==> src/rtl/perlin_gradient_noise_turbulence_defines.svh <==
// Assertion helpers shared by the FIFO and engine RTL files.
`ifndef PERLIN_GRADIENT_NOISE_TURBULENCE_DEFINES_SVH
`define PERLIN_GRADIENT_NOISE_TURBULENCE_DEFINES_SVH
`ifndef SYNTH
`define PGNT_AST_NOW(lbl, clk, rstn, ante, cons) \
	lbl: assert property (@(posedge clk) disable iff (!rstn) (ante) |-> (cons)) \
		else $error("assertion failed");
`define PGNT_AST_NEXT(lbl, clk, rstn, ante, cons) \
	lbl: assert property (@(posedge clk) disable iff (!rstn) (ante) |=> (cons)) \
		else $error("assertion failed");
`else
`define PGNT_AST_NOW(lbl, clk, rstn, ante, cons)
`define PGNT_AST_NEXT(lbl, clk, rstn, ante, cons)
`endif
`endif

==> src/rtl/pgnt_pkg.sv <==
`default_nettype none
package pgnt_pkg;

	localparam int PGNT_TABLE_SIZE  = 256;
	localparam int PGNT_MAX_OCTAVES = 8;
	localparam int PGNT_FRAC_BITS   = 16;
	localparam int PGNT_GRAD_FRAC   = 14;
	localparam int PGNT_QUEUE_DEPTH = 2;

	typedef enum logic [1:0] {
		KIND_PERM  = 2'd0,
		KIND_GRAD  = 2'd1,
		KIND_NOISE = 2'd2,
		KIND_TURB  = 2'd3
	} kind_t;

	typedef struct packed {
		kind_t              kind;
		logic [7:0]         index;
		logic [7:0]         perm_x_value;
		logic [7:0]         perm_y_value;
		logic [7:0]         perm_z_value;
		logic signed [15:0] grad_x;
		logic signed [15:0] grad_y;
		logic signed [15:0] grad_z;
		logic signed [31:0] point_x;
		logic signed [31:0] point_y;
		logic signed [31:0] point_z;
		logic [3:0]         octaves;
	} item_t;

	typedef enum logic [3:0] {
		ST_IDLE,
		ST_FADE_A,
		ST_FADE_B,
		ST_HASH,
		ST_MUL,
		ST_SUM,
		ST_TERM,
		ST_ACC,
		ST_OCT,
		ST_DONE
	} eng_state_t;

	function automatic logic signed [31:0] sat32(input logic signed [63:0] v);
		logic signed [31:0] r;
		if (v > 64'sd2147483647) begin
			r = 32'sh7FFFFFFF;
		end else if (v < -64'sd2147483648) begin
			r = 32'sh80000000;
		end else begin
			r = v[31:0];
		end
		return r;
	endfunction

endpackage
`default_nettype wire

==> src/rtl/pgnt_fifo.sv <==
`default_nettype none
`include "perlin_gradient_noise_turbulence_defines.svh"
module pgnt_fifo import pgnt_pkg::*; #(
	parameter int W     = 8,
	parameter int DEPTH = PGNT_QUEUE_DEPTH
) (
	input  wire logic         clk,
	input  wire logic         arst_n,
	input  wire logic         push,
	input  wire logic [W-1:0] wdata,
	output logic              full,
	input  wire logic         pop,
	output logic [W-1:0]      rdata,
	output logic              empty
);
	localparam int AW = (DEPTH > 1) ? $clog2(DEPTH) : 1;
	localparam int CW = $clog2(DEPTH + 1);

	logic [W-1:0]  mem_q [DEPTH];
	logic [AW-1:0] wptr_q, rptr_q;
	logic [CW-1:0] cnt_q;
	logic          do_push, do_pop;

	assign full    = (cnt_q == CW'(DEPTH));
	assign empty   = (cnt_q == '0);
	assign do_push = push && !full;
	assign do_pop  = pop && !empty;
	assign rdata   = mem_q[rptr_q];

	always_ff @(posedge clk) begin
		if (do_push) begin
			mem_q[wptr_q] <= wdata;
		end
	end

	always_ff @(posedge clk or negedge arst_n) begin
		if (!arst_n) begin
			wptr_q <= '0;
			rptr_q <= '0;
			cnt_q  <= '0;
		end else begin
			if (do_push) begin
				wptr_q <= (wptr_q == AW'(DEPTH - 1)) ? '0 : wptr_q + 1'b1;
			end
			if (do_pop) begin
				rptr_q <= (rptr_q == AW'(DEPTH - 1)) ? '0 : rptr_q + 1'b1;
			end
			if (do_push && !do_pop) begin
				cnt_q <= cnt_q + 1'b1;
			end else if (do_pop && !do_push) begin
				cnt_q <= cnt_q - 1'b1;
			end
		end
	end

	`PGNT_AST_NOW(a_cnt_range, clk, arst_n, 1'b1, cnt_q <= CW'(DEPTH))
	`PGNT_AST_NEXT(a_cnt_up, clk, arst_n, do_push && !do_pop, cnt_q == $past(cnt_q) + 1'b1)
	`PGNT_AST_NEXT(a_head_data, clk, arst_n, do_push && empty, rdata == $past(wdata))

endmodule
`default_nettype wire

==> config.mk <==
export PLATFORM = sky130hd
export DESIGN_NAME = pgnt_fifo
export DESIGN_NICKNAME = d
export VERILOG_FILES = /design/src/rtl/pgnt_pkg.sv /design/src/rtl/pgnt_fifo.sv
export VERILOG_INCLUDE_DIRS = /design/src /design/src/rtl
export SDC_FILE = /design/constraint.sdc
export NUM_CORES = 1
export LEC_CHECK = 0
export BUFFER_PORTS_ARGS = -buffer_cell sky130_fd_sc_hd__buf_2
export CORE_MARGIN = 8
export CORE_UTILIZATION = 48
export DETAILED_ROUTE_END_ITERATION = 16
export PLACE_DENSITY_LB_ADDON = 0.08
export SYNTH_ARGS = -nofsm -noshare
export SYNTH_HDL_FRONTEND = slang
export SYNTH_SLANG_ARGS = --single-unit
==> constraint.sdc <==
create_clock -name clk -period 1.8 [get_ports clk]
set_input_delay 0.27 -clock clk [delete_from_list [all_inputs] [get_ports clk]]
set_output_delay 0.27 -clock clk [all_outputs]
set_load 0.02 [all_outputs]
==> insert_results.sql <==
INSERT INTO impl_metrics (metric_group, metric, value, unit) VALUES
('run_status', 'status', 'finished, final reports clean', ''),
('pwr', 'p_switching', '0.5517', 'mW'),
('timing', 'slew_headroom', '73.58', '%'),
('floorplan', 'cell_row_count', '14', ''),
('worst_setup_path', 'slowest_stage', 'sky130_fd_sc_hd__dfrtp_1', ''),
('floorplan', 'die_width', '56.36', 'µm'),
('pwr', 'share_comb_of_total_power', '33.7', '%'),
('worst_setup_path', 'r2r_end', 'cnt_q[1]$_DFFE_PN0P_', ''),
('route', 'routed_wl', '1299', 'µm'),
('finish', 'flow.area_growth_from_synthesis', '24.32', '%'),
('global_route', 'grt_pass1_vias', '450', ''),
('global_route', 'globalRouteOverflowTotal', '0', ''),
('route', 'detailedRoute.firstIterationViolations', '3', ''),
('synthesis', 'netlist_area', '782.0', 'µm²'),
('pwr', 'switching_share_of_total_power', '32.98', '%'),
('global_route', 'grt_first_pass_wirelength', '2056', 'µm'),
('pwr', 'clock_power_share', '21.6', '%'),
('cts', 'worst_setup_hold_path_clk_slew', '0.11', 'ns'),
('pwr', 'static-leakage-power', '0.4115', 'nW'),
('synthesis', 'synth_top_area_share', '61.44', '%'),
('floorplan', 'floorplan.die.height', '56.36', 'µm'),
('cts', 'postCtsSetupRepairBufs', '0', ''),
('pwr', 'sequentialPowerShare', '44.7', '%'),
('placement', 'placement.io_buffers', '21', ''),
('cts', 'clock-sinks', '20', ''),
('timing', 'tightest_slew', '0.3962', 'ns'),
('worst_setup_path', 'critPathCaptureType', 'primary output', ''),
('pwr', 'fin_total_pwr', '1.673', 'mW'),
('cts', 'cts_tree', 'built', ''),
('timing', 'clock.fmax', '0.5840', 'GHz'),
('cts', 'cts.hold.buffers_added', '1', ''),
('worst_setup_path', 'critical_path_class', 'reg2out', ''),
('synthesis', 'ys_types', '15', ''),
('placement', 'placement.setup.worst_slack', '0.3263', 'ns'),
('timing', 'post-route-worst-setup-slack', '0.08773', 'ns'),
('cts', 'cts_resized', '0', ''),
('synthesis', 'synth.net_count', '57', ''),
('timing', 'totalNegativeSetupSlack', '0', 'ns'),
('floorplan', 'floorplan.initialDensity', '51.31', '%'),
('finish', 'drive_gt1_share', '42.86', '%'),
('worst_setup_path', 'timing.reg2reg.setup_slack', '0.31', 'ns'),
('cts', 'cts_inserted_buffers', '3', ''),
('synthesis', 'synthesis.instances', '44', ''),
('floorplan', 'floorplan.core_area', '1524', 'µm²'),
('cts', 'clock_tree.root_cell', 'sky130_fd_sc_hd__clkbuf_4', ''),
('route', 'route.vias.total', '430', ''),
('pwr', 'power.internal', '1.121', 'mW'),
('min_path', 'whs_endpoint', 'mem_q[0][2]$_DFFE_PP_', ''),
('synthesis', 'synth_largest_area_cell', 'sky130_fd_sc_hd__edfxtp_1', ''),
('worst_setup_path', 'critPathMaxStageDelay', '0.60', 'ns'),
('route', 'vias_per_cell', '5.000', ''),
('pwr', 'ir_drop', '0.001035', 'V'),
('worst_setup_path', 'worst_ep_required_time', '1.53', 'ns'),
('floorplan', 'dieArea', '3176', 'µm²'),
('min_path', 'min_path_cells', '1', ''),
('placement', 'post-dp-hpwl', '980.9', 'µm'),
('worst_setup_path', 'maximum_fanout_count_along_the_critical_path', '9', ''),
('synthesis', 'synth_seq_cells', '20', ''),
('timing', 'report.final.hold_viol_count', '0', ''),
('global_route', 'initial_antenna_violation_count', '0', ''),
('synthesis', 'yosys_warnings', '0', ''),
('cts', 'cts.path.max_buffers', '2', ''),
('worst_setup_path', 'reg2reg_from', 'cnt_q[0]$_DFFE_PN0P_', ''),
('cts', 'clock_latency', '0.30', 'ns'),
('timing', 'fin_crit_period', '1.712', 'ns'),
('cts', 'htreeDepth', '1', ''),
('timing', 'rsz0062_at_grt', 'no', ''),
('global_route', 'largest_net_degree_at_the_start_of_global_routing', '13', ''),
('min_path', 'path_type_of_the_worst_min_delay_path', 'in2reg', ''),
('synthesis', 'synth_top_cells_by_area', 'sky130_fd_sc_hd__edfxtp_1 (61%), sky130_fd_sc_hd__dfrtp_1 (13%), sky130_fd_sc_hd__mux2_1 (8.6%)', ''),
('route', 'final_antenna_net_count', '0', '');
==> cell type report <==
class                   instances  area [µm²]
flip-flops and latches         20       580.6
inverters                       2       7.507
fillers                       118       551.8
repair buffers                 23       122.6
clock buffers                   3       22.52
well taps                      16       20.02
clock inverters                 1       30.03
multi-input cells              21       188.9
==> state kept, by name (all words and copies together) (netlist names) <==
signal  flops
rptr_q      1
mem_q      16
wptr_q      1
cnt_q       2
==> through the flow <==
stage               cells  cell area (µm²)  util, %  hold slack, ns
finish                 86            972.2    63.79          0.1452
global route           86            972.2    63.79          0.1284
CTS                    86            972.2    63.79          0.1338
detailed placement     81            909.6    59.69         0.07974
global placement       81            909.6    59.69         0.07987
floorplan              44            782.0        -        -0.02559
==> cells by family (layout without fill, tap and decap cells) <==
group                    Yosys count  in the layout  synth area share [%]
buffers and inverters              3             29                 1.600
multiplexers                       8              8                 11.52
AO/OA/AOI/OAI                      1              1                0.6394
XOR/XNOR                           5              5                 6.561
AND/OR/NAND/NOR                    6              6                 3.841
adder cells (fa/ha/maj)            1              1                 1.600
flip-flops                        20             20                 74.24
==> layout by cell type, fill, tap and decap left out, types with 2 or more instances in the layout <==
cell,instances
sky130_fd_sc_hd__buf_2,21
sky130_fd_sc_hd__clkbuf_4,3
sky130_fd_sc_hd__dfrtp_1,4
sky130_fd_sc_hd__edfxtp_1,16
sky130_fd_sc_hd__inv_1,2
sky130_fd_sc_hd__mux2_1,6
sky130_fd_sc_hd__mux2_2,2
sky130_fd_sc_hd__nor2_1,3
sky130_fd_sc_hd__xnor2_1,2
sky130_fd_sc_hd__xor2_1,2
==> critical path: cells and delay by family, from the launching register on <==
| family | cells | cell delay, ns |
|---|---|---|
| muxes | 1 | 0.38 |
| DFF | 1 | 0.60 |
| buffers and inverters | 1 | 0.16 |
==> synth_stat cells <==
| master | number |
|---|---|
| sky130_fd_sc_hd__edfxtp_1 | 16 |
| sky130_fd_sc_hd__mux2_1 | 6 |
| sky130_fd_sc_hd__dfrtp_1 | 4 |
| sky130_fd_sc_hd__nor2_1 | 3 |
| sky130_fd_sc_hd__inv_1 | 2 |
| sky130_fd_sc_hd__mux2_2 | 2 |
| sky130_fd_sc_hd__xnor2_1 | 2 |
| sky130_fd_sc_hd__xor2_1 | 2 |
| sky130_fd_sc_hd__and3_1 | 1 |
| sky130_fd_sc_hd__buf_2 | 1 |
| sky130_fd_sc_hd__ha_1 | 1 |
| sky130_fd_sc_hd__nand2_2 | 1 |
| sky130_fd_sc_hd__nand2b_1 | 1 |
| sky130_fd_sc_hd__o21ai_1 | 1 |
| sky130_fd_sc_hd__xnor2_2 | 1 |
==> worst max-delay path by stage <==
stage / start / end / slack, ns
detailed placement: cnt_q[0]$_DFFE_PN0P_ / cnt_q[1]$_DFFE_PN0P_ / 0.33
global placement: cnt_q[0]$_DFFE_PN0P_ / cnt_q[1]$_DFFE_PN0P_ / 0.38
global route: rptr_q$_DFFE_PN0P_ / rdata[2] / 0.003
CTS: rptr_q$_DFFE_PN0P_ / rdata[2] / 0.06
floorplan: cnt_q[0]$_DFFE_PN0P_ / mem_q[0][0]$_DFFE_PP_ / 0.41
finish: rptr_q$_DFFE_PN0P_ / rdata[2] / 0.09
==> metal layers <==
layer	GRT usage (%)	part of all wire, %
met5	0	0
met4	4.124	1.3
met3	4.494	6.6
met2	13.95	52
met1	8.514	40
==> power groups by stage <==
stage	Clock (mW)	Sequential, mW	Combinational [mW]
global placement	0	0.753	0.562
detailed placement	0	0.760	0.570
finish	0.361	0.748	0.564
floorplan	0	0.705	0.446
CTS	0.370	0.753	0.573
global route	0.388	0.765	0.613
No activity file was read; power rests on OpenSTA's default activity.
