[src/rtl/perlin_gradient_noise_turbulence_defines.svh]
// Assertion helpers shared by the FIFO and engine RTL files.
`ifndef PERLIN_GRADIENT_NOISE_TURBULENCE_DEFINES_SVH
`define PERLIN_GRADIENT_NOISE_TURBULENCE_DEFINES_SVH
`ifndef SYNTH
`define PGNT_AST_NOW(lbl, clk, rstn, ante, cons) \
	lbl: assert property (@(posedge clk) disable iff (!rstn) (ante) |-> (cons)) \
		else $error("assertion failed");
`define PGNT_AST_NEXT(lbl, clk, rstn, ante, cons) \
	lbl: assert property (@(posedge clk) disable iff (!rstn) (ante) |=> (cons)) \
		else $error("assertion failed");
`else
`define PGNT_AST_NOW(lbl, clk, rstn, ante, cons)
`define PGNT_AST_NEXT(lbl, clk, rstn, ante, cons)
`endif
`endif

[src/rtl/pgnt_pkg.sv]
`default_nettype none
package pgnt_pkg;

	localparam int PGNT_TABLE_SIZE  = 256;
	localparam int PGNT_MAX_OCTAVES = 8;
	localparam int PGNT_FRAC_BITS   = 16;
	localparam int PGNT_GRAD_FRAC   = 14;
	localparam int PGNT_QUEUE_DEPTH = 2;

	typedef enum logic [1:0] {
		KIND_PERM  = 2'd0,
		KIND_GRAD  = 2'd1,
		KIND_NOISE = 2'd2,
		KIND_TURB  = 2'd3
	} kind_t;

	typedef struct packed {
		kind_t              kind;
		logic [7:0]         index;
		logic [7:0]         perm_x_value;
		logic [7:0]         perm_y_value;
		logic [7:0]         perm_z_value;
		logic signed [15:0] grad_x;
		logic signed [15:0] grad_y;
		logic signed [15:0] grad_z;
		logic signed [31:0] point_x;
		logic signed [31:0] point_y;
		logic signed [31:0] point_z;
		logic [3:0]         octaves;
	} item_t;

	typedef enum logic [3:0] {
		ST_IDLE,
		ST_FADE_A,
		ST_FADE_B,
		ST_HASH,
		ST_MUL,
		ST_SUM,
		ST_TERM,
		ST_ACC,
		ST_OCT,
		ST_DONE
	} eng_state_t;

	function automatic logic signed [31:0] sat32(input logic signed [63:0] v);
		logic signed [31:0] r;
		if (v > 64'sd2147483647) begin
			r = 32'sh7FFFFFFF;
		end else if (v < -64'sd2147483648) begin
			r = 32'sh80000000;
		end else begin
			r = v[31:0];
		end
		return r;
	endfunction

endpackage
`default_nettype wire

[src/rtl/pgnt_fifo.sv]
`default_nettype none
`include "perlin_gradient_noise_turbulence_defines.svh"
module pgnt_fifo import pgnt_pkg::*; #(
	parameter int W     = 8,
	parameter int DEPTH = PGNT_QUEUE_DEPTH
) (
	input  wire logic         clk,
	input  wire logic         arst_n,
	input  wire logic         push,
	input  wire logic [W-1:0] wdata,
	output logic              full,
	input  wire logic         pop,
	output logic [W-1:0]      rdata,
	output logic              empty
);
	localparam int AW = (DEPTH > 1) ? $clog2(DEPTH) : 1;
	localparam int CW = $clog2(DEPTH + 1);

	logic [W-1:0]  mem_q [DEPTH];
	logic [AW-1:0] wptr_q, rptr_q;
	logic [CW-1:0] cnt_q;
	logic          do_push, do_pop;

	assign full    = (cnt_q == CW'(DEPTH));
	assign empty   = (cnt_q == '0);
	assign do_push = push && !full;
	assign do_pop  = pop && !empty;
	assign rdata   = mem_q[rptr_q];

	always_ff @(posedge clk) begin
		if (do_push) begin
			mem_q[wptr_q] <= wdata;
		end
	end

	always_ff @(posedge clk or negedge arst_n) begin
		if (!arst_n) begin
			wptr_q <= '0;
			rptr_q <= '0;
			cnt_q  <= '0;
		end else begin
			if (do_push) begin
				wptr_q <= (wptr_q == AW'(DEPTH - 1)) ? '0 : wptr_q + 1'b1;
			end
			if (do_pop) begin
				rptr_q <= (rptr_q == AW'(DEPTH - 1)) ? '0 : rptr_q + 1'b1;
			end
			if (do_push && !do_pop) begin
				cnt_q <= cnt_q + 1'b1;
			end else if (do_pop && !do_push) begin
				cnt_q <= cnt_q - 1'b1;
			end
		end
	end

	`PGNT_AST_NOW(a_cnt_range, clk, arst_n, 1'b1, cnt_q <= CW'(DEPTH))
	`PGNT_AST_NEXT(a_cnt_up, clk, arst_n, do_push && !do_pop, cnt_q == $past(cnt_q) + 1'b1)
	`PGNT_AST_NEXT(a_head_data, clk, arst_n, do_push && empty, rdata == $past(wdata))

endmodule
`default_nettype wire

[src/rtl/pgnt_front.sv]
`default_nettype none
module pgnt_front import pgnt_pkg::*; (
	input  wire logic               clk,
	input  wire logic               arst_n,
	input  wire logic               push,
	output logic                    full,
	input  wire logic [1:0]         cmd,
	input  wire logic [7:0]         index,
	input  wire logic [7:0]         perm_x_value,
	input  wire logic [7:0]         perm_y_value,
	input  wire logic [7:0]         perm_z_value,
	input  wire logic signed [15:0] grad_x,
	input  wire logic signed [15:0] grad_y,
	input  wire logic signed [15:0] grad_z,
	input  wire logic signed [31:0] point_x,
	input  wire logic signed [31:0] point_y,
	input  wire logic signed [31:0] point_z,
	input  wire logic [3:0]         octaves,
	input  wire logic               item_pop,
	output item_t                   item,
	output logic                    item_empty
);
	item_t             in_item;
	logic [$bits(item_t)-1:0] head;

	// classify the command
	always_comb begin
		case (cmd)
			KIND_PERM:  in_item.kind = KIND_PERM;
			KIND_GRAD:  in_item.kind = KIND_GRAD;
			KIND_NOISE: in_item.kind = KIND_NOISE;
			default:    in_item.kind = KIND_TURB;
		endcase
		in_item.index        = index;
		in_item.perm_x_value = perm_x_value;
		in_item.perm_y_value = perm_y_value;
		in_item.perm_z_value = perm_z_value;
		in_item.grad_x       = grad_x;
		in_item.grad_y       = grad_y;
		in_item.grad_z       = grad_z;
		in_item.point_x      = point_x;
		in_item.point_y      = point_y;
		in_item.point_z      = point_z;
		in_item.octaves      = octaves;
	end

	pgnt_fifo #(.W($bits(item_t)), .DEPTH(PGNT_QUEUE_DEPTH)) u_cmd_q (
		.clk   (clk),
		.arst_n(arst_n),
		.push  (push),
		.wdata (in_item),
		.full  (full),
		.pop   (item_pop),
		.rdata (head),
		.empty (item_empty)
	);

	assign item = item_t'(head);

endmodule
`default_nettype wire

[config.mk]
export PLATFORM = sky130hd
export DESIGN_NAME = pgnt_front
export DESIGN_NICKNAME = d
export VERILOG_FILES = /design/src/rtl/pgnt_pkg.sv /design/src/rtl/pgnt_fifo.sv /design/src/rtl/pgnt_front.sv
export VERILOG_INCLUDE_DIRS = /design/src /design/src/rtl
export SDC_FILE = /design/constraint.sdc
export NUM_CORES = 1
export LEC_CHECK = 0
export BUFFER_PORTS_ARGS = -buffer_cell sky130_fd_sc_hd__buf_4
export CAP_MARGIN = 20
export CORE_ASPECT_RATIO = 1.4
export CORE_UTILIZATION = 56
export CTS_CLUSTER_SIZE = 10
export DETAILED_ROUTE_END_ITERATION = 6
export PLACE_DENSITY = 0.83
export SLEW_MARGIN = 40
export SYNTH_ARGS = -nofsm -noshare
export SYNTH_HDL_FRONTEND = slang
export SYNTH_SLANG_ARGS = --single-unit
[constraint.sdc]
create_clock -name clk -period 23.6 [get_ports clk]
set_input_delay 1.18 -clock clk [delete_from_list [all_inputs] [get_ports clk]]
set_output_delay 1.18 -clock clk [all_outputs]
set_load 0.005 [all_outputs]
==> summary.txt, run 1 <==
STA
  • Min Tclk post-route: 4620 ps
  • Fmax: 216 MHz
  • Setup_tns: 0 ps
  • Worst Skew: 21.1 ps
  • Worst slew pin tran: 810 ps
  • Final slew viol count: 0
  • Post-route setup slack: 18980 ps
  • Final period utilization: between 10% and 20%
  • Hold Vio Cnt, Final: 0
  • Final setup vio count: 0
  • Slew headroom: between 40% and 50%
  • RSZ-0062 raised after global routing: false

Run status
  • Outcome: finished, final reports clean

Cells and area
  • P&R area growth vs syn: 30.8%
  • NumNets Final: 1172
  • Filler Cell Count: between 1k and 1.5k
  • Layout Cells excl Fill: 1303
  • Layout cell share with drive strength beyond 1: 60.8%

Place
  • HPWL after detailed placement: 18500 um
  • GPL Wtd Cong: a little under 0.8
  • Placed Cells: 1247
  • Post-Place Setup Slack: 19520 ps
  • Buffers on Ports: 369

Synth
  • Yosys top cell by area: edfxtp_1
  • Seq/Total Area, Yosys: 82.3%
  • Synthesized flop and latch total: 368
  • Synth Cell Area: between 10000 and 15000 um2
  • Syn_nets: around 770
  • Syn Area/Cell: between 20 and 25 um2
  • Yosys cell types: 15
  • Top-count cell post-synth: edfxtp_1
  • Synth warnings: 0
  • Most frequent cells after synthesis: edfxtp_1, mux2_2, buf_6
  • Post-synth EDFFs: 364
  • Ranking of synthesized cells by area: edfxtp_1, mux2_2, buf_6, dfrtp_1, xnor2_1
  • Post-synth ARST share: about 1.1%
  • Most used DFF post-synth: edfxtp_1
  • Top cell type's share of synthesized area: 81.6%
  • Gate count of the mapped netlist: 587

Clock network
  • Root Driver: clkbuf_16
  • Clk buf depth: 3
  • H-tree level count: 2
  • Clock sink count: around 370
  • Postcts setup bufs: 0
  • Worst-skew pair later-pin latency: 520 ps
  • Num CTS Buffers: 42
  • CTS tree: built
  • Clock transition at path regs: ~60 ps
  • Hold_buf cts: 0
  • CTS resizes: 0

Global routing
  • Largest net degree at the start of global routing: 78
  • First-pass GRT wire length: approximately 40000 um
  • GRT Util Overall: about 22%
  • Initial antenna violation count: 2
  • Grt total ovfl: 0
  • Number of global-route vias before repair: 7304

Critical path
  • Worst Setup End Kind: primary output
  • CP Data Required Time: 22420 ps
  • Worst Reg-to-Reg Cells: 5
  • Register-to-register setup slack: 20940 ps
  • R2r startpoint: u_cmd_q.cnt_q[0]$_DFFE_PN0P_
  • Critical path type: register to primary output
  • Startpoint types: register
  • Reg-to-Reg End: u_cmd_q.mem_q[0][173]$_DFFE_PP_
  • Largest fanout on the critical path: a little under 80
  • CP arrival: 3440 ps

Job
  • Max_cap viols: 0

Route
  • Routed Antenna Nets: 0
  • Via count: 6930
  • Residual DRC: 0
  • Wire per inst: around 21 um
  • Vias per cell: about 5.3
  • Initial DRT Pass Iterations: 4
  • Post-Route WL: 27900 um
  • DRT iter0 DRCs: 368

Floorplan
  • Starting Density: 57.4%
  • Die area: 24600 um2
  • Die height: 185 um
  • Die W: 133 um
  • # IOs: 370
  • Core area: 23400 um2
  • Row count: 66

Pwr
  • P_leak: 0.00655 uW
  • Max VDD drop: about 0.00012 V
  • Total power: 2110 uW
  • Pwr per Cell Area: 120 nW/um2

Hold path
  • Hold Path Class: input port to async pin
==> cells in the final DEF, fill, tap and decap left out, drive strengths merged, types with 2 or more instances in the layout <==
cell	netlist	routed
buf	20	376
edfxtp	364	364
nor2	3	3
xnor2	3	3
xor2	2	2
dfrtp	4	4
mux2	182	182
clkbuf	2	52
inv	2	4
==> report_power, final <==
group	internal, uW	switching (uW)
clock network	321	226
registers	896	48.7
logic	340	280
total	1560	554
==> worst max-delay path, cell delays in order (launching register included) <==
cell and delay, ps:
dfrtp_4 830, buf_6 640, buf_4 720, mux2_2 440, buf_4 140
==> worst max path at each step <==
stage                     slack (ps)                        from  cells past startpoint                             to
after floorplan                14060                        push                      2  u_cmd_q.mem_q[0][0]$_DFFE_PP_
after global placement         19230  u_cmd_q.rptr_q$_DFFE_PN0P_                      4                      item[127]
after detailed placement       19520  u_cmd_q.rptr_q$_DFFE_PN0P_                      4                      item[168]
after CTS                      18960  u_cmd_q.rptr_q$_DFFE_PN0P_                      4                      item[118]
after global routing           18800  u_cmd_q.rptr_q$_DFFE_PN0P_                      4                      item[133]
final                          18980  u_cmd_q.rptr_q$_DFFE_PN0P_                      4                      item[118]
==> state kept, by name (all words and copies together), names as in the netlist <==
register and cells:
u_cmd_q.rptr_q 1, u_cmd_q.cnt_q 2, u_cmd_q.mem_q 364, u_cmd_q.wptr_q 1
==> routing by layer <==
layer / vias up / GRT usage (%) / routed length, um
met2: 317 / 41.2 / 15100
met5: - / 0 / 0
met4: 0 / 13.0 / 1600
met3: 86 / 6.65 / 2090
li1: 3117 / - / -
met1: 3410 / 22.3 / 9090
==> per-stage QoR <==
stage | hold WS, ps | instance area, um2 | util (%)
2_1_floorplan | 461 | 13400 | -
4_1_cts | 423 | 17500 | 75.0
5_1_grt | 422 | 17500 | 75.0
3_3_place_gp | 499 | 16400 | 70.2
3_5_place_dp | 504 | 16400 | 70.2
6_report | 443 | 17500 | 75.0
==> cell families (layout without fill, tap and decap cells) <==
kind of cell,count (synthesis),in the layout,share of synthesized area (%)
buf+inv,24,433,1.75
fa+ha+maj,1,1,0.0933
xor+xnor,5,5,0.327
compound gates,1,1,0.0373
mux,182,182,15.3
simple gates,6,6,0.205
other cells,0,1,0
flops,368,368,82.3
==> layout make-up <==
cell class / count / area (um2) / area share [%]
flip-flops and latches: 368 / 11000 / 62.9
repair buffers: 376 / 2830 / 16.2
multi-input cells: 195 / 2150 / 12.3
clock buffers: 52 / 1090 / 6.21
well taps: 306 / 383 / 2.18
clock inverters: 3 / 33.8 / 0.193
inverters: 2 / 7.51 / 0.0428
diodes: 1 / 2.50 / 0.0143
No activity file was read; power rests on OpenSTA's default activity.
==> run 2: changes to the inputs <==
--- a/config.mk
+++ b/config.mk
@@ -9,10 +9,10 @@
 export BUFFER_PORTS_ARGS = -buffer_cell sky130_fd_sc_hd__buf_4
 export CAP_MARGIN = 20
 export CORE_ASPECT_RATIO = 1.4
-export CORE_UTILIZATION = 56
+export CORE_UTILIZATION = 52
 export CTS_CLUSTER_SIZE = 10
 export DETAILED_ROUTE_END_ITERATION = 6
-export PLACE_DENSITY = 0.83
+export PLACE_DENSITY = 0.77
 export SLEW_MARGIN = 40
 export SYNTH_ARGS = -nofsm -noshare
 export SYNTH_HDL_FRONTEND = slang
==> constraint.sdc (replaced) <==
create_clock -name clk -period 4.3 [get_ports clk]
set_input_delay 0.215 -clock clk [delete_from_list [all_inputs] [get_ports clk]]
set_output_delay 0.215 -clock clk [all_outputs]
set_load 0.005 [all_outputs]
==> run 2 against run 1 <==
Against the previous run:
- register-to-register slack got worse by 19000 ps
- die area rose by 7.6%
- flip-flop and latch count did not move
- global-route usage rose by 1.8 points
- clock power rose to 5.7 times the previous value
- combinational power rose to 5.9 times the previous value
- sequential share of layout area fell by 6.4 points
- critical endpoint is now item[81]
==> summary.txt, run 2 (same netlist as run 1, synthesis figures left out) <==
Run status
  • Outcome: finished, final reports clean

STA
  • Fmax: 360 MHz
  • RSZ-0062 raised after global routing: false
  • Hold Vio Cnt, Final: 0
  • Final period utilization: 64.6%
  • Setup_tns: 0 ps
  • Final setup vio count: 0
  • Final slew viol count: 0
  • Worst Skew: 8.73 ps
  • Fin Hold WS: 52.9 ps
  • Min Tclk post-route: 2780 ps
  • Slew headroom: 50.5%
  • Worst slew pin tran: 742 ps

Route
  • Post-Route WL: 32700 um
  • Wire per inst: between 20 and 25 um
  • Met1 WL: 10900 um
  • Via count: 7815
  • Met2 Wirelength: 18300 um
  • Initial DRT Pass Iterations: 4
  • Top sig layer: met4
  • Routed Antenna Nets: 0
  • Residual DRC: 0
  • Vias per cell: 5.19
  • DRT iter0 DRCs: 354
  • Routed length on met3: 1950 um

Clock network
  • Clock transition at path regs: 60 ps
  • Clk buf depth: 3
  • Root Driver: clkbuf_16
  • CTS tree: built
  • Num CTS Buffers: 42
  • H-tree level count: 2
  • Clock sink count: 368
  • Worst-skew pair later-pin latency: 520 ps

Critical path
  • Largest fanout on the critical path: 52
  • Worst Setup End Kind: primary output
  • Critical path startpoint: u_cmd_q.rptr_q$_DFFE_PN0P_
  • Worst Reg-to-Reg Cells: 3
  • Register-to-register setup slack: 2050 ps
  • Critical path type: register to primary output
  • Startpoint types: register
  • CP Data Required Time: between 4000 and 5000 ps
  • R2r startpoint: u_cmd_q.cnt_q[0]$_DFFE_PN0P_
  • CP arrival: 2560 ps
  • Reg-to-Reg End: u_cmd_q.mem_q[1][170]$_DFFE_PP_

Pwr
  • Pwr per Cell Area: 615 nW/um2
  • P_leak: 0.00738 uW
  • Total power: between 10000 and 15000 uW
  • Max VDD drop: 0.000498 V

Floorplan
  • # IOs: 370
  • Starting Density: 52.8%
  • Row count: 69
  • Die area: 26400 um2
  • Die height: 192 um
  • Die W: 138 um
  • Core area: 25400 um2

Cells and area
  • Largest register FFs: 364
  • Filler Cell Count: 1379
  • Commonest non-fill, non-tap cell in the layout: buf_4
  • Layout cell share with drive strength beyond 1: about half
  • Biggest regs: u_cmd_q.mem_q (364), u_cmd_q.cnt_q (2)
  • NumNets Final: 1360
  • P&R area growth vs syn: 45.6%
  • Register area: approximately 11000 um2
  • Most frequent cells in the layout: buf_4, edfxtp_1, dlygate4sd3_1
  • Multi-input gate area in the final layout: 2150 um2
  • Register name with the most flops: u_cmd_q.mem_q

Hold path
  • Hold Path Class: input port to async pin

Place
  • GPL Wtd Cong: 0.801
  • Buffers on Ports: 369
  • HPWL after detailed placement: 19100 um

Global routing
  • Grt total ovfl: 0
  • First-pass GRT wire length: 46400 um
  • Largest net degree at the start of global routing: 100
  • Number of global-route vias before repair: 8510
  • Initial antenna violation count: 4
  • GRT Util Overall: 24.2%

Job
  • Max_cap viols: 0
run 2: cell types whose count changed in the layout (fill, tap and decap cells not counted), moves of 2 or more:
cell,change
dlygate4sd3_1,+183
buf_12,+4
diode_2,+4
buf_4,+3
buf_6,-3
clkbuf_1,-3
clkbuf_16,+3
inv_6,-2
run 2: how the worst max path moves through the flow:
stage | endpoint | slack, ps | cells after the start
floorplan | u_cmd_q.mem_q[0][0]$_DFFE_PP_ | 500 | 3
global placement | u_cmd_q.mem_q[1][49]$_DFFE_PP_ | 2070 | 3
detailed placement | item[136] | 2040 | 3
CTS | item[48] | 1480 | 3
global route | item[73] | 1380 | 3
finish | item[81] | 1520 | 3
run 2: worst max-delay path, cell delays in order (launching register included):
cell,delay (ps)
dfrtp_4,890
buf_4,570
mux2_2,420
buf_4,150
run 2: layer usage:
layer,vias up,track usage [%]
met1,3904,25.0
met3,84,4.67
li1,3501,-
met4,0,14.0
met5,-,0
met2,326,44.8
run 2: area by class of cell:
| type | instances | area share, % |
|---|---|---|
| clock buffer | 52 | 5.90 |
| antenna | 5 | 0.0641 |
| timing repair buffer | 564 | 24.4 |
| multi-input combinational | 195 | 11.0 |
| tap | 319 | 2.04 |
| inverter | 2 | 0.0385 |
| sequential | 368 | 56.5 |
run 2: stage by stage:
step | instances | util, % | setup slack [ps] | area [um2]
2_1_floorplan | 587 | - | 502 | 13400
6_report | 1505 | 76.9 | 1520 | 19500
3_5_place_dp | 1265 | 65.1 | 2040 | 16500
4_1_cts | 1500 | 76.9 | 1480 | 19500
3_3_place_gp | 1264 | 65.0 | 2070 | 16500
5_1_grt | 1504 | 76.9 | 1380 | 19500
run 2: power breakdown:
| part | internal, uW | leakage (uW) | switching, uW | total, uW |
|---|---|---|---|---|
| logic | 2040 | 0.00339 | 1620 | 3660 |
| clock network | 1850 | 0.000563 | 1260 | 3110 |
| registers | 4910 | 0.00343 | 319 | 5230 |
run 2: timing repair:
action / 4_1_cts / 5_1_grt
buffers inserted: 0 / 0
hold buffers: 183 / 0
gates resized for setup: 0 / 0
endpoints found under the hold margin: 368 / 0
==> run 3: changes to the inputs <==
--- a/config.mk
+++ b/config.mk
@@ -6,6 +6,7 @@
 export SDC_FILE = /design/constraint.sdc
 export NUM_CORES = 1
 export LEC_CHECK = 0
+export ABC_AREA = 1
 export BUFFER_PORTS_ARGS = -buffer_cell sky130_fd_sc_hd__buf_4
 export CAP_MARGIN = 20
 export CORE_ASPECT_RATIO = 1.4
==> constraint.sdc (replaced) <==
create_clock -name clk -period 2.6 [get_ports clk]
set_input_delay 0.13 -clock clk [delete_from_list [all_inputs] [get_ports clk]]
set_output_delay 0.13 -clock clk [all_outputs]
set_load 0.005 [all_outputs]
==> run 3 against run 2 <==
Against the previous run:
- critical path depth up 1
- clock power is 68% higher
- sequential share of layout area shrank 0.33 points
- final area grew 0.60%
- global-route usage increased by 2.2 points
- critical endpoint is now item[42]
- largest cell class unchanged
- largest power group unchanged
- highest routed layer is now met5
==> summary.txt, run 3 <==
Cells and area
  • Register name with the most flops: u_cmd_q.mem_q
  • Layout cell share with drive strength beyond 1: 27.6%
  • Largest register FFs: ~360
  • Commonest non-fill, non-tap cell in the layout: nand2_1
  • Filler Cell Count: 1382
  • Most frequent cells in the layout: nand2_1, buf_4, edfxtp_1
  • Final Util: 77.4%
  • NumNets Final: ~1.7k
  • Biggest regs: u_cmd_q.mem_q (364), u_cmd_q.cnt_q (2)
  • P&R area growth vs syn: 46.4%

Run status
  • Outcome: finished, final reports clean

Synth
  • Seq/Total Area, Yosys: 82.2%
  • Fraction of the mapped netlist area in adder cells: less than 1%
  • Syn Area/Cell: 13.6 um2
  • Most used DFF post-synth: edfxtp_1
  • Yosys top cell by area: edfxtp_1
  • Post-synth ARST share: ~1.1%
  • Top-count cell post-synth: nand2_1
  • Synth Area in Compound Gates: less than 1%
  • Post-synthesis mux area share: 0%
  • Synthesized flop and latch total: 368
  • Post-Synth Simple-Gate Area: 15.8%
  • Top cell type's share of synthesized area: 81.5%
  • Largest family of logic cells by synthesized area: simple AND/OR/NAND/NOR gates
  • Syn_nets: 1171
  • Post-Synth XOR/XNOR Area: less than 1%
  • Most frequent cells after synthesis: nand2_1, edfxtp_1, buf_2
  • Gate count of the mapped netlist: 984
  • Post-synth EDFFs: 364
  • Synth warnings: 0
  • Ranking of synthesized cells by area: edfxtp_1, nand2_1, buf_2, dfrtp_1, inv_1
  • Synth Cell Area: between 10000 and 15000 um2
  • Yosys cell types: 14

Place
  • Buffers on Ports: 369
  • GPL Wtd Cong: 0.792
  • HPWL after detailed placement: between 15000 and 20000 um

STA
  • Fmax: around 430 MHz
  • Min Tclk post-route: 2310 ps
  • RSZ-0062 raised after global routing: false
  • Final slew viol count: 0
  • Final period utilization: 88.8%
  • Worst Skew: 11.9 ps
  • Slew headroom: 46.7%
  • Worst slew pin tran: 800 ps
  • Final setup vio count: 0
  • Fin Hold WS: between 300 and 400 ps
  • Hold Vio Cnt, Final: 0

Pwr
  • Total power: 20600 uW
  • P_leak: between 0.008 and 0.009 uW
  • Pwr per Cell Area: 1050 nW/um2
  • Max VDD drop: 0.000890 V

Route
  • Vias per cell: 5.06
  • Residual DRC: 0
  • Via count: 9576
  • Routed Antenna Nets: 0
  • Post-Route WL: 35500 um
  • Initial DRT Pass Iterations: 6
  • DRT iter0 DRCs: 609
  • Wire per inst: between 15 and 20 um

Clock network
  • CTS resizes: 0
  • Num CTS Buffers: 42
  • Clock transition at path regs: approximately 60 ps
  • Worst-skew pair later-pin latency: 520 ps
  • Clk buf depth: 3
  • Clock sink count: 368
  • H-tree level count: 2
  • Root Driver: clkbuf_16
  • Postcts setup bufs: 0
  • CTS tree: built

Floorplan
  • Starting Density: 52.8%
  • Core area: 25400 um2
  • Die W: 138 um
  • Die height: 192 um
  • # IOs: 370
  • Row count: 69
  • Die area: 26500 um2

Hold path
  • Hold Path Class: input port to register
  • Worst hold endpoint: u_cmd_q.mem_q[0][133]$_DFFE_PP_
  • Hold depth: 2
  • Hold_sp: grad_x[1]

Critical path
  • Worst Setup End Kind: primary output
  • CP Data Required Time: ~2500 ps
  • Reg-to-Reg End: u_cmd_q.mem_q[0][83]$_DFFE_PP_
  • Register-to-register setup slack: 860 ps
  • Largest fanout on the critical path: about 180
  • Critical path type: register to primary output
  • CP arrival: 2180 ps
  • R2r startpoint: u_cmd_q.cnt_q[1]$_DFFE_PN0P_
  • Startpoint types: register
  • Worst Reg-to-Reg Cells: 6

Job
  • Max_cap viols: 0

Global routing
  • Largest net degree at the start of global routing: 184
  • GRT Util Overall: around a quarter
  • Initial antenna violation count: 4
  • First-pass GRT wire length: 51500 um
  • Grt total ovfl: 0
  • Number of global-route vias before repair: 10.0k
[run 3: cell types whose count changed after synthesis, sizes merged, moves of 2 or more]
cell    change
nand2     +554
mux2      -182
buf        +18
inv         +6
clkbuf      +2
xnor2       -2
xor2        -2
[run 3: layout make-up]
type / instances / area, um2 / share of cell area [%]
repair buffers: 566 / 4800 / 24.5
diodes: 3 / 7.51 / 0.0382
inverters: 8 / 38.8 / 0.198
clock buffers: 62 / 1190 / 6.06
flip-flops and latches: 368 / 11000 / 56.2
well taps: 319 / 399 / 2.03
multi-input cells: 566 / 2160 / 11.0
[run 3: worst max path at each step]
| stage | from | to | slack, ps | cells past startpoint |
|---|---|---|---|---|
| 6_report | u_cmd_q.rptr_q$_DFFE_PN0P_ | item[42] | 290 | 4 |
| 3_3_place_gp | u_cmd_q.rptr_q$_DFFE_PN0P_ | item[129] | 940 | 5 |
| 5_1_grt | u_cmd_q.rptr_q$_DFFE_PN0P_ | item[42] | 190 | 4 |
| 3_5_place_dp | u_cmd_q.cnt_q[1]$_DFFE_PN0P_ | u_cmd_q.mem_q[0][103]$_DFFE_PP_ | 890 | 6 |
| 2_1_floorplan | u_cmd_q.cnt_q[0]$_DFFE_PN0P_ | u_cmd_q.mem_q[0][0]$_DFFE_PP_ | -1220 | 4 |
| 4_1_cts | u_cmd_q.rptr_q$_DFFE_PN0P_ | item[126] | 340 | 5 |
[run 3: report_power, final]
| part | switching, uW | total, uW | internal, uW | leakage (uW) |
|---|---|---|---|---|
| Combinational | 3910 | 6860 | 2950 | 0.00433 |
| Sequential | 370 | 8470 | 8100 | 0.00343 |
| Clock | 2120 | 5240 | 3120 | 0.000575 |
[run 3: logic make-up (layout without fill, tap and decap cells)]
| family | count (synthesis) | in the layout |
|---|---|---|
| AOI/OAI and AO/OA | 2 | 2 |
| xor gates and xnor gates | 1 | 1 |
| adders and majority gates | 1 | 1 |
| buffers and inverters | 50 | 636 |
| DFF | 368 | 368 |
| other | 0 | 3 |
| and+or+nand+nor | 562 | 562 |
[run 3: critical path: stages (launching register included)]
cell and delay, ps:
dfrtp_4 450, buf_12 590, nand2_1 250, nand2_1 160, buf_4 120
[run 3: metrics by stage]
stage	std cells	TNS [ps]	setup WS (ps)	area, um2
floorplan	984	-414390	-1220	13400
global placement	1641	0	937	16600
detailed placement	1641	0	894	16600
CTS	1889	0	342	19600
global route	1892	0	195	19600
finish	1892	0	291	19600
[run 3: timing repair]
| item | CTS | global route |
|---|---|---|
| endpoints found under the setup margin | 0 | 0 |
| hold endpoints to repair | 370 | 0 |
| hold buffers | 186 | 0 |
[run 3: routing by layer]
layer | track usage, % | routed length [um]
met3 | 5.99 | 2560
met2 | 48.8 | 19200
met1 | 28.0 | 12300
met4 | 12.4 | 1440
met5 | 0 | 10
